[config.mk]
export PLATFORM = sky130hd
export DESIGN_NAME = utf8_fullwidth_to_halfwidth_core
export DESIGN_NICKNAME = d
export VERILOG_FILES = /design/src/rtl/utf8fw_pkg.sv /design/src/rtl/utf8fw_conv.sv /design/src/rtl/utf8_fullwidth_to_halfwidth_core.sv
export VERILOG_INCLUDE_DIRS = /design/src /design/src/rtl
export SDC_FILE = /design/constraint.sdc
export NUM_CORES = 1
export LEC_CHECK = 0
export BUFFER_PORTS_ARGS = -buffer_cell sky130_fd_sc_hd__buf_2
export CAP_MARGIN = 25
export CORE_ASPECT_RATIO = 1.2
export CORE_MARGIN = 2
export CORE_UTILIZATION = 51
export CTS_CLUSTER_DIAMETER = 200
export DETAILED_ROUTE_END_ITERATION = 8
export PLACE_DENSITY_LB_ADDON = 0.2
export SLEW_MARGIN = 15
export SYNTH_ARGS = -nofsm -noshare
export SYNTH_HDL_FRONTEND = slang
export SYNTH_SLANG_ARGS = --single-unit
[constraint.sdc]
create_clock -name clock -period 4.1 [get_ports clock]
set_input_delay 0.41 -clock clock [delete_from_list [all_inputs] [get_ports clock]]
set_output_delay 0.41 -clock clock [all_outputs]
set_load 0.05 [all_outputs]
[src/rtl/utf8_fullwidth_to_halfwidth_core_assert.svh]
// Assertion macros shared by the converter RTL.
`ifndef UTF8_FULLWIDTH_TO_HALFWIDTH_CORE_ASSERT_SVH
`define UTF8_FULLWIDTH_TO_HALFWIDTH_CORE_ASSERT_SVH

// Check that a condition holds on every clock edge out of reset.
`define UFW_ASSERT_ALWAYS(label, cond, msg) \
   label: assert property (@(posedge clock) disable iff (reset) (cond)) \
      else $error(msg);

// Check that a trigger is followed by a consequence in the next cycle.
`define UFW_ASSERT_NEXT(label, trig, cons, msg) \
   label: assert property (@(posedge clock) disable iff (reset) (trig) |=> (cons)) \
      else $error(msg);

// Check that a trigger implies a consequence in the same cycle.
`define UFW_ASSERT_SAME(label, trig, cons, msg) \
   label: assert property (@(posedge clock) disable iff (reset) (trig) |-> (cons)) \
      else $error(msg);

`endif

[src/rtl/utf8fw_pkg.sv]
package utf8fw_pkg;

   // Bytes produced by one request, in output order
   typedef struct packed {
      logic [1:0] count;
      logic [7:0] data0;
      logic [7:0] data1;
      logic [7:0] data2;
      logic       done;
   } conv_result_type;

   // One queued output byte with its flags
   typedef struct packed {
      logic [7:0] data;
      logic       last;
      logic       done;
   } out_entry_type;

   localparam int unsigned MAX_RESULTS = 3;

endpackage

[src/rtl/utf8fw_conv.sv]
`include "utf8_fullwidth_to_halfwidth_core_assert.svh"

module utf8fw_conv
   import utf8fw_pkg::*;
(
   input  logic            clock,
   input  logic            reset,
   input  logic            accept,
   input  logic [7:0]      in_byte,
   input  logic            end_of_stream,
   output conv_result_type result
);

   localparam logic [7:0] LEAD_BYTE  = 8'hEF;
   localparam logic [7:0] SECOND_LOW = 8'hBD;
   localparam logic [7:0] SECOND_UP  = 8'hBC;

   localparam logic [1:0] HOLD_NONE   = 2'd0;
   localparam logic [1:0] HOLD_LEAD   = 2'd1;
   localparam logic [1:0] HOLD_SECOND = 2'd2;

   logic [1:0] held_count_ff;
   logic [1:0] held_count_in;
   logic [7:0] held_second_ff;
   logic [7:0] held_second_in;
   logic       copy_next_raw_ff;
   logic       copy_next_raw_in;
   logic [7:0] mapped;

   // Third byte after EF BD
   function automatic logic [7:0] map_low(input logic [7:0] x);
      logic [7:0] y;
      y = x;
      if (x >= 8'h41 && x <= 8'h5A) begin
         y = x + 8'h20;
      end else if (x >= 8'h81 && x <= 8'h9A) begin
         y = x - 8'h20;
      end
      return y;
   endfunction

   // Third byte after EF BC
   function automatic logic [7:0] map_up(input logic [7:0] x);
      logic [7:0] y;
      y = x;
      if (x >= 8'h41 && x <= 8'h5A) begin
         y = x + 8'h20;
      end else if ((x >= 8'h90 && x <= 8'h99) || (x >= 8'hA1 && x <= 8'hBB)) begin
         y = x - 8'h60;
      end
      return y;
   endfunction

   assign mapped = (held_second_ff == SECOND_LOW) ? map_low(in_byte) : map_up(in_byte);

   // Decide the emitted bytes and the next hold state
   always_comb begin
      result           = '0;
      result.done      = end_of_stream;
      held_count_in    = HOLD_NONE;
      held_second_in   = held_second_ff;
      copy_next_raw_in = 1'b0;

      priority if (copy_next_raw_ff) begin
         result.count = 2'd1;
         result.data0 = in_byte;
      end else if (held_count_ff == HOLD_LEAD) begin
         if (in_byte == SECOND_LOW || in_byte == SECOND_UP) begin
            held_second_in = in_byte;
            held_count_in  = HOLD_SECOND;
         end else begin
            result.count     = 2'd2;
            result.data0     = LEAD_BYTE;
            result.data1     = in_byte;
            copy_next_raw_in = 1'b1;
         end
      end else if (held_count_ff == HOLD_SECOND) begin
         if (mapped != in_byte) begin
            result.count = 2'd1;
            result.data0 = mapped;
         end else begin
            result.count = 2'd3;
            result.data0 = LEAD_BYTE;
            result.data1 = held_second_ff;
            result.data2 = in_byte;
         end
      end else begin
         if (in_byte == LEAD_BYTE) begin
            held_count_in = HOLD_LEAD;
         end else begin
            result.count = 2'd1;
            result.data0 = in_byte;
         end
      end

      // Flush held bytes raw at end of stream; nothing was emitted in that case
      if (end_of_stream) begin
         if (held_count_in == HOLD_LEAD) begin
            result.count = 2'd1;
            result.data0 = LEAD_BYTE;
         end else if (held_count_in == HOLD_SECOND) begin
            result.count = 2'd2;
            result.data0 = LEAD_BYTE;
            result.data1 = held_second_in;
         end
         held_count_in    = HOLD_NONE;
         held_second_in   = '0;
         copy_next_raw_in = 1'b0;
      end
   end

   // Advance the hold state on each accepted request
   always_ff @(posedge clock) begin
      if (reset) begin
         held_count_ff    <= HOLD_NONE;
         held_second_ff   <= '0;
         copy_next_raw_ff <= 1'b0;
      end else if (accept) begin
         held_count_ff    <= held_count_in;
         held_second_ff   <= held_second_in;
         copy_next_raw_ff <= copy_next_raw_in;
      end
   end

   `UFW_ASSERT_ALWAYS(a_hold_in_range, held_count_ff != 2'd3, "hold count reached 3")
   `UFW_ASSERT_SAME(a_raw_copy_no_hold, copy_next_raw_ff, held_count_ff == HOLD_NONE,
                    "raw copy pending while bytes held")
   `UFW_ASSERT_NEXT(a_eos_clears, accept && end_of_stream,
                    held_count_ff == HOLD_NONE && !copy_next_raw_ff,
                    "state not cleared after end of stream")

endmodule

[src/rtl/utf8_fullwidth_to_halfwidth_core.sv]
// UTF-8 fullwidth-to-halfwidth converter.
// Requests carry one source byte (req_in_byte) and an end-of-stream flag
// (req_end_of_stream) over a valid/ready handshake. Each request yields zero
// to three response bytes on rsp_out_byte; rsp_last_of_run marks the final
// byte caused by a request and rsp_stream_done the final byte of the stream.
// Fullwidth letters and digits (EF BD x, EF BC x) come out as one ASCII byte;
// held lead bytes are flushed raw at end of stream.
// Response bytes are registered in the output queue before they are presented.
// Throughput: one request and one response byte per cycle while the receiver
// is ready; a request that produces two or three bytes holds off the next
// request while the four-entry output queue drains.
// req_ready is high while at most one byte is queued, so it depends only on
// registered state, never on rsp_ready. When the receiver stalls the queue
// fills and req_ready drops; nothing is lost.
// Reset (synchronous, active high) empties the queue and clears the hold state.
`include "utf8_fullwidth_to_halfwidth_core_assert.svh"

module utf8_fullwidth_to_halfwidth_core
   import utf8fw_pkg::*;
(
   input  logic       clock,
   input  logic       reset,
   input  logic       req_valid,
   output logic       req_ready,
   input  logic [7:0] req_in_byte,
   input  logic       req_end_of_stream,
   output logic       rsp_valid,
   input  logic       rsp_ready,
   output logic [7:0] rsp_out_byte,
   output logic       rsp_last_of_run,
   output logic       rsp_stream_done
);

   localparam int unsigned QUEUE_DEPTH = 4;
   localparam int unsigned PTR_W       = $clog2(QUEUE_DEPTH);
   localparam int unsigned CNT_W       = $clog2(QUEUE_DEPTH + 1);

   conv_result_type         conv_res;
   out_entry_type           queue_ff [QUEUE_DEPTH];
   out_entry_type           wr_entry [MAX_RESULTS];
   logic [PTR_W-1:0]        wr_idx   [MAX_RESULTS];
   logic [PTR_W-1:0]        head_ff;
   logic [PTR_W-1:0]        head_in;
   logic [PTR_W-1:0]        tail_ff;
   logic [PTR_W-1:0]        tail_in;
   logic [CNT_W-1:0]        count_ff;
   logic [CNT_W-1:0]        count_in;
   logic                    push;
   logic                    pop;

   utf8fw_conv u_conv (
      .clock         (clock),
      .reset         (reset),
      .accept        (push),
      .in_byte       (req_in_byte),
      .end_of_stream (req_end_of_stream),
      .result        (conv_res)
   );

   assign req_ready = (count_ff <= CNT_W'(1));
   assign push      = req_valid && req_ready;
   assign rsp_valid = (count_ff != '0);
   assign pop       = rsp_valid && rsp_ready;

   // Lay out the new bytes at the tail; flags go on the final one
   always_comb begin
      wr_entry[0].data = conv_res.data0;
      wr_entry[1].data = conv_res.data1;
      wr_entry[2].data = conv_res.data2;
      for (int i = 0; i < MAX_RESULTS; i++) begin
         wr_idx[i]        = tail_ff + PTR_W'(i);
         wr_entry[i].last = (conv_res.count == 2'(i + 1));
         wr_entry[i].done = (conv_res.count == 2'(i + 1)) && conv_res.done;
      end
   end

   // Advance pointers and occupancy
   always_comb begin
      head_in  = head_ff + PTR_W'(pop);
      tail_in  = tail_ff;
      count_in = count_ff - CNT_W'(pop);
      if (push) begin
         tail_in  = tail_ff + PTR_W'(conv_res.count);
         count_in = count_ff - CNT_W'(pop) + CNT_W'(conv_res.count);
      end
   end

   always_ff @(posedge clock) begin
      if (reset) begin
         head_ff  <= '0;
         tail_ff  <= '0;
         count_ff <= '0;
      end else begin
         head_ff  <= head_in;
         tail_ff  <= tail_in;
         count_ff <= count_in;
      end
   end

   // Write the queue entries
   always_ff @(posedge clock) begin
      for (int i = 0; i < MAX_RESULTS; i++) begin
         if (push && (conv_res.count > 2'(i))) begin
            queue_ff[wr_idx[i]] <= wr_entry[i];
         end
      end
   end

   // Present the head entry
   assign rsp_out_byte    = queue_ff[head_ff].data;
   assign rsp_last_of_run = queue_ff[head_ff].last;
   assign rsp_stream_done = queue_ff[head_ff].done;

   `UFW_ASSERT_ALWAYS(a_count_bound, count_ff <= CNT_W'(QUEUE_DEPTH),
                      "output queue over capacity")
   `UFW_ASSERT_ALWAYS(a_ptr_match, count_ff[PTR_W-1:0] == PTR_W'(tail_ff - head_ff),
                      "queue pointers disagree with count")
   `UFW_ASSERT_SAME(a_eos_emits, push && req_end_of_stream, conv_res.count != 2'd0,
                    "end-of-stream request produced no byte")

endmodule

== After elaboration in Yosys (flattened, before gate mapping) ==
Memories as Yosys holds them, arrays and structs flattened. A register that Yosys moved wholly into a read port is not among the register bits.
Index checks and enable logic that the tools add are counted.
Operators by class
  add/subtract/negate cells: 9
  magnitude comparators: 12
  eq/ne operators: 12
  mux-type cells: 43
  reductions and logical operators: 15
Operators with widths (number)
  $mux 8: 11
  $mux 16: 5
  $mux 18: 4
  $mux 10: 4
  $eq 8x8->1 const B: 4
  $ge 8x8->1 const B: 3
  $le 8x8->1 const B: 3
  $logic_and 1x1->1: 12
  $mux 1: 12
  $mux 2: 5
  $mux 9: 1
  $add 8x6->8 const B: 1
  $eq 2x2->1 const B: 4
  $ge 8x7->1 const B: 1
  $le 8x7->1 const B: 1
  $ne 8x8->1: 1
  $sub 8x6->8 const B: 1
  $sub 8x7->8 const B: 1
  $eq 2x1->1 const B: 3
  $gt 2x1->1 const B: 2
  $add 3x2->3: 1
  $le 3x1->1 const B: 1
  $mux 3: 1
  $reduce_bool 3->1: 1
  other kinds (7): 8
Word-level totals
  register bits after elaboration: 18
  bits in writable memories: 40
  output and inout port bits: 12
  logic and storage cells: 98
  memories: 1
Memories
  queue_ff: depth 4, width 10, rd ports 1, clocked after Yosys merged registers in 1, write ports 3, RTL line utf8_fullwidth_to_halfwidth_core.sv:39  | out_entry_type queue_ff [QUEUE_DEPTH];

== Longest topological paths before layout ==
Gate-level depths: netlist (run 1).
  depth after elaboration: 20
  gate-level depth with buffers: 12

== Cells and area by module ==
From an unflattened synthesis (run 1), not the netlist that was laid out.
Second synthesis, totals
  cells, all modules: 465
  area total of the unflattened synthesis: 4229.1 µm²
By module, submodules not included
  utf8_fullwidth_to_halfwidth_core: times used 1, cells an instance 290, area each 2975.4 µm², sequential area each 1341.3 µm²
  utf8fw_conv: times used 1, cells an instance 175, area each 1253.7 µm², sequential area each 220.2 µm²

== Worst setup path after synthesis (run 1) ==
OpenSTA, ideal clock, no wires.
  path type: register to register
  start point: register count_ff[2]
  end point: register count_ff[2]
  setup time: 70 ps
  arrival time: 3282 ps
  data required time: 4030 ps
  path slack: 748 ps
  stages on the path, launching flop included: 9
  buffers on the path: 0
  period minus slack after synthesis: 3352 ps
  cell sequence: dfxtp_1 -> nor2_1 -> nand2_1 -> and2_1 -> ha_1 -> ha_1 -> fa_1 -> or3_1 -> a21oi_1
Between the ends
  elaborated cells on any way between the ends: 7
  those cells by class: 2 x add/sub; 1 x order compare; 1 x mux; 3 x reduce/logical
RTL lines
  from (decl): RTL line utf8_fullwidth_to_halfwidth_core.sv:46  | logic [CNT_W-1:0] count_ff;
  from (signal assigned): RTL line utf8_fullwidth_to_halfwidth_core.sv:96  | count_ff <= count_in;
  $le 3x1->1: RTL line utf8_fullwidth_to_halfwidth_core.sv:60  | assign req_ready = (count_ff <= CNT_W'(1));
  named net req_ready: RTL line utf8_fullwidth_to_halfwidth_core.sv:24  | output logic req_ready,
  $logic_and 1x1->1: RTL line utf8_fullwidth_to_halfwidth_core.sv:61  | assign push = req_valid && req_ready;
  $mux 3: RTL line utf8_fullwidth_to_halfwidth_core.sv:82  | if (push) begin
The timed path passes the listed nets, and every way through them passes these cells.
A chain may end at the register's enable or synchronous reset.

==> results.md, run 1 <==
* Final setup vio count at 0
* Detailed placer's ending HPWL at 7350 microns
* Post-synthesis cell type count at 70
* Clk_skew at 0.0110 ns
* DRT Pass-1 Iters at 5
* Startpoint types: input port
* Top-area cell type share of the netlist area at 31.6%
* Final Instance Area at 4100 sq um
* DP Cell Count at 494
* Relative slew slack at 40.4%
* Avg Vias per Cell at 6.34
* Max clock buf depth at 2
* Design Power at 1870 uW
* DRT iter0 DRCs at 342
* R2R Setup Slk at 1.16 ns
* Final wirelength at 9680 microns
* Antenna Cells at 0
* Syn avg cell area at 9.42 sq um
* Post-synth top area cell: edfxtp_1
* First-pass GRT wire length at 15,800 microns
* Total Routing Usage GR at 24.4%
* Reg2reg start: u_conv.held_count_ff[1]$_SDFFE_PP0P_
* Starting Density at 52.6%
* Pwr/cell area at 458 nW/um^2
* Reg2reg path depth at 9
* Hold Path Origin: reset
* Port bufs at 24
* Vias post-DR at 3,233
* Dpl cell area at 3930 sq um
* RSZ-0062 raised after global routing: no
* Slew Viols, Final at 0
* Core box area at 7230 sq um
* Final period util at 73.0%
* Resize count post-CTS at 0
* FFs w/ async S/R, synth at 0%
* Clock insertion delay at the later pin of the skew report at 0.34 ns
* Clk sinks at 58
* DIE AREA at 8170 sq um
* Ports at 25
* Worst R2R End: queue_ff[1][2]$_DFFE_PP_
* # rows at 34
* Leakage power at 0.00142 uW
* Drt wl/cell at 19.0 microns
* Grt ovf at 0
* Commonest non-fill, non-tap cell in the layout: nand2_1
* CTS H-tree depth at 3
* Cell Count, Final, Fillers Out at 510
* Mapped Area at 3810 sq um
* Die Span X at 82.9 microns
* Leading cell types in the layout, fill and taps excluded: 50 x nand2_1, 42 x nor2_1, 40 x edfxtp_1
* #FFs+latches synth at 58
* Die Height at 98.6 microns
* Slew @ Worst Pin at 0.890 ns
* NumNets Final at 438
* Hold path endpoint: u_conv.held_count_ff[0]$_SDFFE_PP0P_
* Outcome: completed
* # DRC at 0
* CP Data Arrival Time at 2.95 ns
* Max frequency at 334 MHz
* Seq/Total Area, Yosys at 41.0%
* EDFF count, synth at 40
* Top FF cell, synth: edfxtp_1
* Layout cell share with drive strength beyond 1 at 15.7%
* Initial antenna violation count at 0
* Clock root buffer: clkbuf_8
* Maximum net fanout on the critical path at 13
* CTS clk-pin slew, worst paths at 0.07 ns
* Clock period minus worst slack at 2.99 ns
* Hold Path Stages at 2
* Area Growth Syn to Fin at 7.66%
* Yosys warning count at 0
* Hold buffer count at CTS at 0
* CTS tree: done
* Synth area leaders: edfxtp_1 32%, dfxtp_1 9.5%, mux4_2 5.9%, nand2_1 4.9%, nor2_1 4.1%
* Max_cap viols at 0
* Worst EP required at 4.06 ns
* Setup Buffers After CTS at 0
* Setup total negative slack at 0 ns
* Vias in the first global route at 3,076
* Final Hold Viols at 0
* Fillers at 663
* Routability Congestion at 1.01
* Min-Delay Path Class: in -> reg
* Syn_nets at 427
* Core Util, Final at 56.7%
* Nature of the critical path endpoint: register
* CTS Buf Count at 9
* Routed Antenna Nets at 0
* Cells after synthesis at 404
* Kind of critical path: in -> reg
* VDD IR max at 0.331 mV
* Largest net degree at the start of global routing at 27
## sequential cells by signal, summed over array words and instances (netlist names)
signal / flops
queue_ff: 40
u_conv.held_second_ff: 8
count_ff: 3
head_ff: 2
tail_ff: 2
u_conv.held_count_ff: 2
u_conv.copy_next_raw_ff: 1
## metal layers
layer | routed length [microns] | GRT usage, % | vias up
met5 | 0 | 0 | -
met4 | 216 | 8.20 | 0
met3 | 558 | 3.94 | 27
met2 | 4690 | 41.5 | 152
met1 | 4220 | 31.7 | 1498
li1 | - | - | 1556
## logic make-up after synthesis
logic type               count (synthesis)  synth area share [%]
AND/OR/NAND/NOR                        152                  19.6
AO/OA/AOI/OAI                          123                  22.9
flip-flops                              58                  41.0
buffers and inverters                   43                  5.03
multiplexers                            13                  6.74
adder cells (fa/ha/maj)                 13                  4.27
XOR/XNOR                                 2                 0.460
## stage by stage
stage / hold slack, ns / setup slack, ns
final: 0.446 / 1.11
after global routing: 0.485 / 0.875
after CTS: 0.444 / 1.07
after detailed placement: 0.470 / 0.712
after global placement: 0.461 / 0.834
after floorplan: 0.438 / 0.748
## worst max-delay path by stage
stage	start	endpoint	slack (ns)	cells after the start
2_1_floorplan	count_ff[2]$_SDFF_PP0_	count_ff[2]$_SDFF_PP0_	0.75	8
3_3_place_gp	req_in_byte[0]	queue_ff[3][5]$_DFFE_PP_	0.83	8
3_5_place_dp	req_in_byte[5]	queue_ff[1][3]$_DFFE_PP_	0.71	10
4_1_cts	req_in_byte[5]	queue_ff[1][8]$_DFFE_PP_	1.07	10
5_1_grt	req_in_byte[5]	queue_ff[1][7]$_DFFE_PP_	0.87	10
6_report	req_in_byte[5]	queue_ff[1][2]$_DFFE_PP_	1.11	10
## cell type report
type | instances | area [sq um] | area share (%)
clock buffers | 11 | 141 | 3.45
clock inverters | 5 | 30.0 | 0.733
inverters | 17 | 63.8 | 1.56
multi-input cells | 303 | 2050 | 50.1
flip-flops and latches | 58 | 1560 | 38.1
well taps | 90 | 113 | 2.75
repair buffers | 26 | 135 | 3.30
## power breakdown
part	internal [uW]	switching [uW]
combinational	215	436
clock	232	237
sequential	695	60.1
## synth_stat cells (3+ instances only)
cell type	instances
mux4_2	10
nand3_1	5
o211a_1	4
o21ai_0	14
edfxtp_1	40
o21ai_1	8
a21oi_1	30
a21o_1	3
nor4_1	4
a221oi_1	7
nor2b_1	3
a211oi_1	8
o311a_1	7
inv_1	17
o21a_1	3
a22oi_1	10
o22ai_1	5
and2_1	5
nor3_1	10
and3_1	5
or2_2	3
clkbuf_1	16
buf_6	3
ha_1	9
nand2_1	50
nor2_1	42
dfxtp_1	18
nand2b_1	5
buf_2	6
maj3_1	3
## critical path, cell delays in order
cell and delay [ns]:
buf_2 0.22, inv_1 0.16, ha_1 0.23, nand4b_1 0.08, nor4_1 0.07, o31ai_1 0.38
and3_1 0.27, nor2_2 0.10, maj3_1 0.34, nor2_1 0.68
Note: power is estimated with default switching activity, not from simulation.
==> run 2: changes to the inputs <==
Clock period 4.1 ns to 2.5 ns, I/O delays scaled along.
==> results.md, run 2 (synthesis results as in run 1) <==
* VDD IR max at 0.590 mV (was 0.331 mV)
* Maximum net fanout on the critical path at 14 (was 13)
* Ports at 25 (unchanged)
* # rows at 34 (unchanged)
* Max reg flops at 40 (unchanged)
* DRT iter0 DRCs at 460 (was 342)
* Core Util, Final at 67.8% (was 56.7%)
* Startpoint types: register (was input port)
* Port bufs at 24 (unchanged)
* DRT Pass-1 Iters at 7 (was 5)
* Final Hold Viols at 0 (unchanged)
* Leakage power at 0.00188 uW (was 0.00142 uW)
* Leading cell types in the layout, fill and taps excluded: 77 x buf_4, 49 x nand2_1, 40 x edfxtp_1 (was 50 x nand2_1, 42 x nor2_1, 40 x edfxtp_1)
* Routed Antenna Nets at 0 (unchanged)
* Avg Vias per Cell at 6.21 (was 6.34)
* Min-Delay Path Class: in -> reg (unchanged)
* Die Span X at 82.9 microns (unchanged)
* Max clock buf depth at 2 (unchanged)
* Clock insertion delay at the later pin of the skew report at 0.35 ns (was 0.34 ns)
* CTS H-tree depth at 3 (unchanged)
* Largest net degree at the start of global routing at 19 (was 27)
* Detailed placer's ending HPWL at 8300 microns (was 7350 microns)
* Clock root buffer: clkbuf_8 (unchanged)
* Final setup vio count at 0 (unchanged)
* Core box area at 7230 sq um (unchanged)
* Routability Congestion at 1.00 (was 1.01)
* Outcome: completed (unchanged)
* CTS tree: done (unchanged)
* Pwr/cell area at 719 nW/um^2 (was 458 nW/um^2)
* Vias post-DR at 3,668 (was 3,233)
* Hold buffer count at CTS at 0 (unchanged)
* DIE AREA at 8170 sq um (unchanged)
* RSZ-0062 raised after global routing: yes (was no)
* CTS Buf Count at 9 (unchanged)
* Layout cell share with drive strength beyond 1 at 31.7% (was 15.7%)
* Starting Density at 52.6% (unchanged)
* Clk_skew at 0.0140 ns (was 0.0110 ns)
* Max_cap viols at 0 (unchanged)
* Area Growth Syn to Fin at 28.8% (was 7.66%)
* Kind of critical path: reg -> reg (was in -> reg)
* Nature of the critical path endpoint: register (unchanged)
* # DRC at 0 (unchanged)
* Antenna Cells at 0 (unchanged)
* Initial antenna violation count at 0 (unchanged)
* Slew Viols, Final at 0 (unchanged)
* Total Routing Usage GR at 27.4% (was 24.4%)
* CTS clk-pin slew, worst paths at 0.07 ns (about the same)
* Grt ovf at 0 (unchanged)
* NumNets Final at 519 (was 438)
* Clk sinks at 58 (unchanged)
* Clock period minus worst slack at 2.47 ns
* Vias in the first global route at 3,550 (was 3,076)
* Drt wl/cell at 18.5 microns (was 19.0 microns)
* Commonest non-fill, non-tap cell in the layout: buf_4 (was nand2_1)
* Design Power at 3530 uW (was 1870 uW)
* Relative slew slack at 67.9% (was 40.4%)
* Max frequency at 405 MHz
* Slew @ Worst Pin at 0.481 ns (was 0.890 ns)
* Worst EP required at 2.59 ns (was 4.06 ns)
* First-pass GRT wire length at 17,700 microns (was 15,800 microns)
* Final wirelength at 10,900 microns (was 9680 microns)
* Final period util at 98.7%
* Die Height at 98.6 microns (unchanged)
* CP Data Arrival Time at 2.56 ns (was 2.95 ns)
==> run 2: critical path, stage by stage (launching register included) <==
cell      delay (ns)
dfxtp_1         0.34
and4b_2         0.28
a2111o_1        0.45
o211a_1         0.17
and3_4          0.21
buf_6           0.15
buf_4           0.17
nand2_4         0.10
o21ai_1         0.12
a22o_1          0.21
==> run 2: where the power goes <==
part	total [uW]	internal, uW	switching, uW	leakage (uW)
clock network	1060	661	403	0.000114
registers	1210	1140	68.9	0.000506
logic	1250	459	794	0.00126
total	3530	2260	1270	0.00188
==> run 2: path summary, 6_finish.rpt <==
check,from,to,slack [ns],cells past startpoint
setup / recovery,u_conv.held_second_ff[3]$_SDFFE_PP0P_,queue_ff[1][6]$_DFFE_PP_,0.03,9
hold / removal,reset,u_conv.held_second_ff[0]$_SDFFE_PP0P_,0.28,2
setup reg to reg,u_conv.held_second_ff[3]$_SDFFE_PP0P_,queue_ff[1][6]$_DFFE_PP_,0.03,9
hold reg to reg,u_conv.held_second_ff[6]$_SDFFE_PP0P_,u_conv.held_second_ff[6]$_SDFFE_PP0P_,0.48,1
==> run 2: per-stage QoR <==
step | TNS [ns] | setup slack, ns | hold WS, ns | std cells | cell area (sq um)
CTS | 0 | 0.0140 | 0.286 | 590 | 4870
global placement | -5.26 | -0.132 | 0.466 | 574 | 4630
finish | 0 | 0.0334 | 0.282 | 591 | 4900
floorplan | 0 | 0.00831 | 0.438 | 404 | 3850
global route | -0.108 | -0.0350 | 0.296 | 591 | 4900
detailed placement | -9.12 | -0.197 | 0.492 | 574 | 4630
==> run 2: routing by layer <==
metal,vias up,track usage [%],part of all wire [%],wire length [microns]
met5,-,0,0,0
met4,0,11.5,3.4,371
met3,42,5.03,6.3,685
met2,196,47.5,49,5410
met1,1696,33.6,41,4480
li1,1734,-,-,-
==> run 2: area by class of cell <==
class                           count  area (sq um)
Clock buffer                       11           131
Clock inverter                      5           103
Fill cell                         588          2330
Inverter                           17          63.8
Multi-Input combinational cell    303          2120
Sequential cell                    58          1560
Tap cell                           90           113
Timing Repair Buffer              107           810
==> run 2: repair_timing <==
item,in CTS,in global routing
gates resized for setup,2,8
buffers inserted,0,1
pin swaps,0,4
endpoints found under the setup margin,13,43
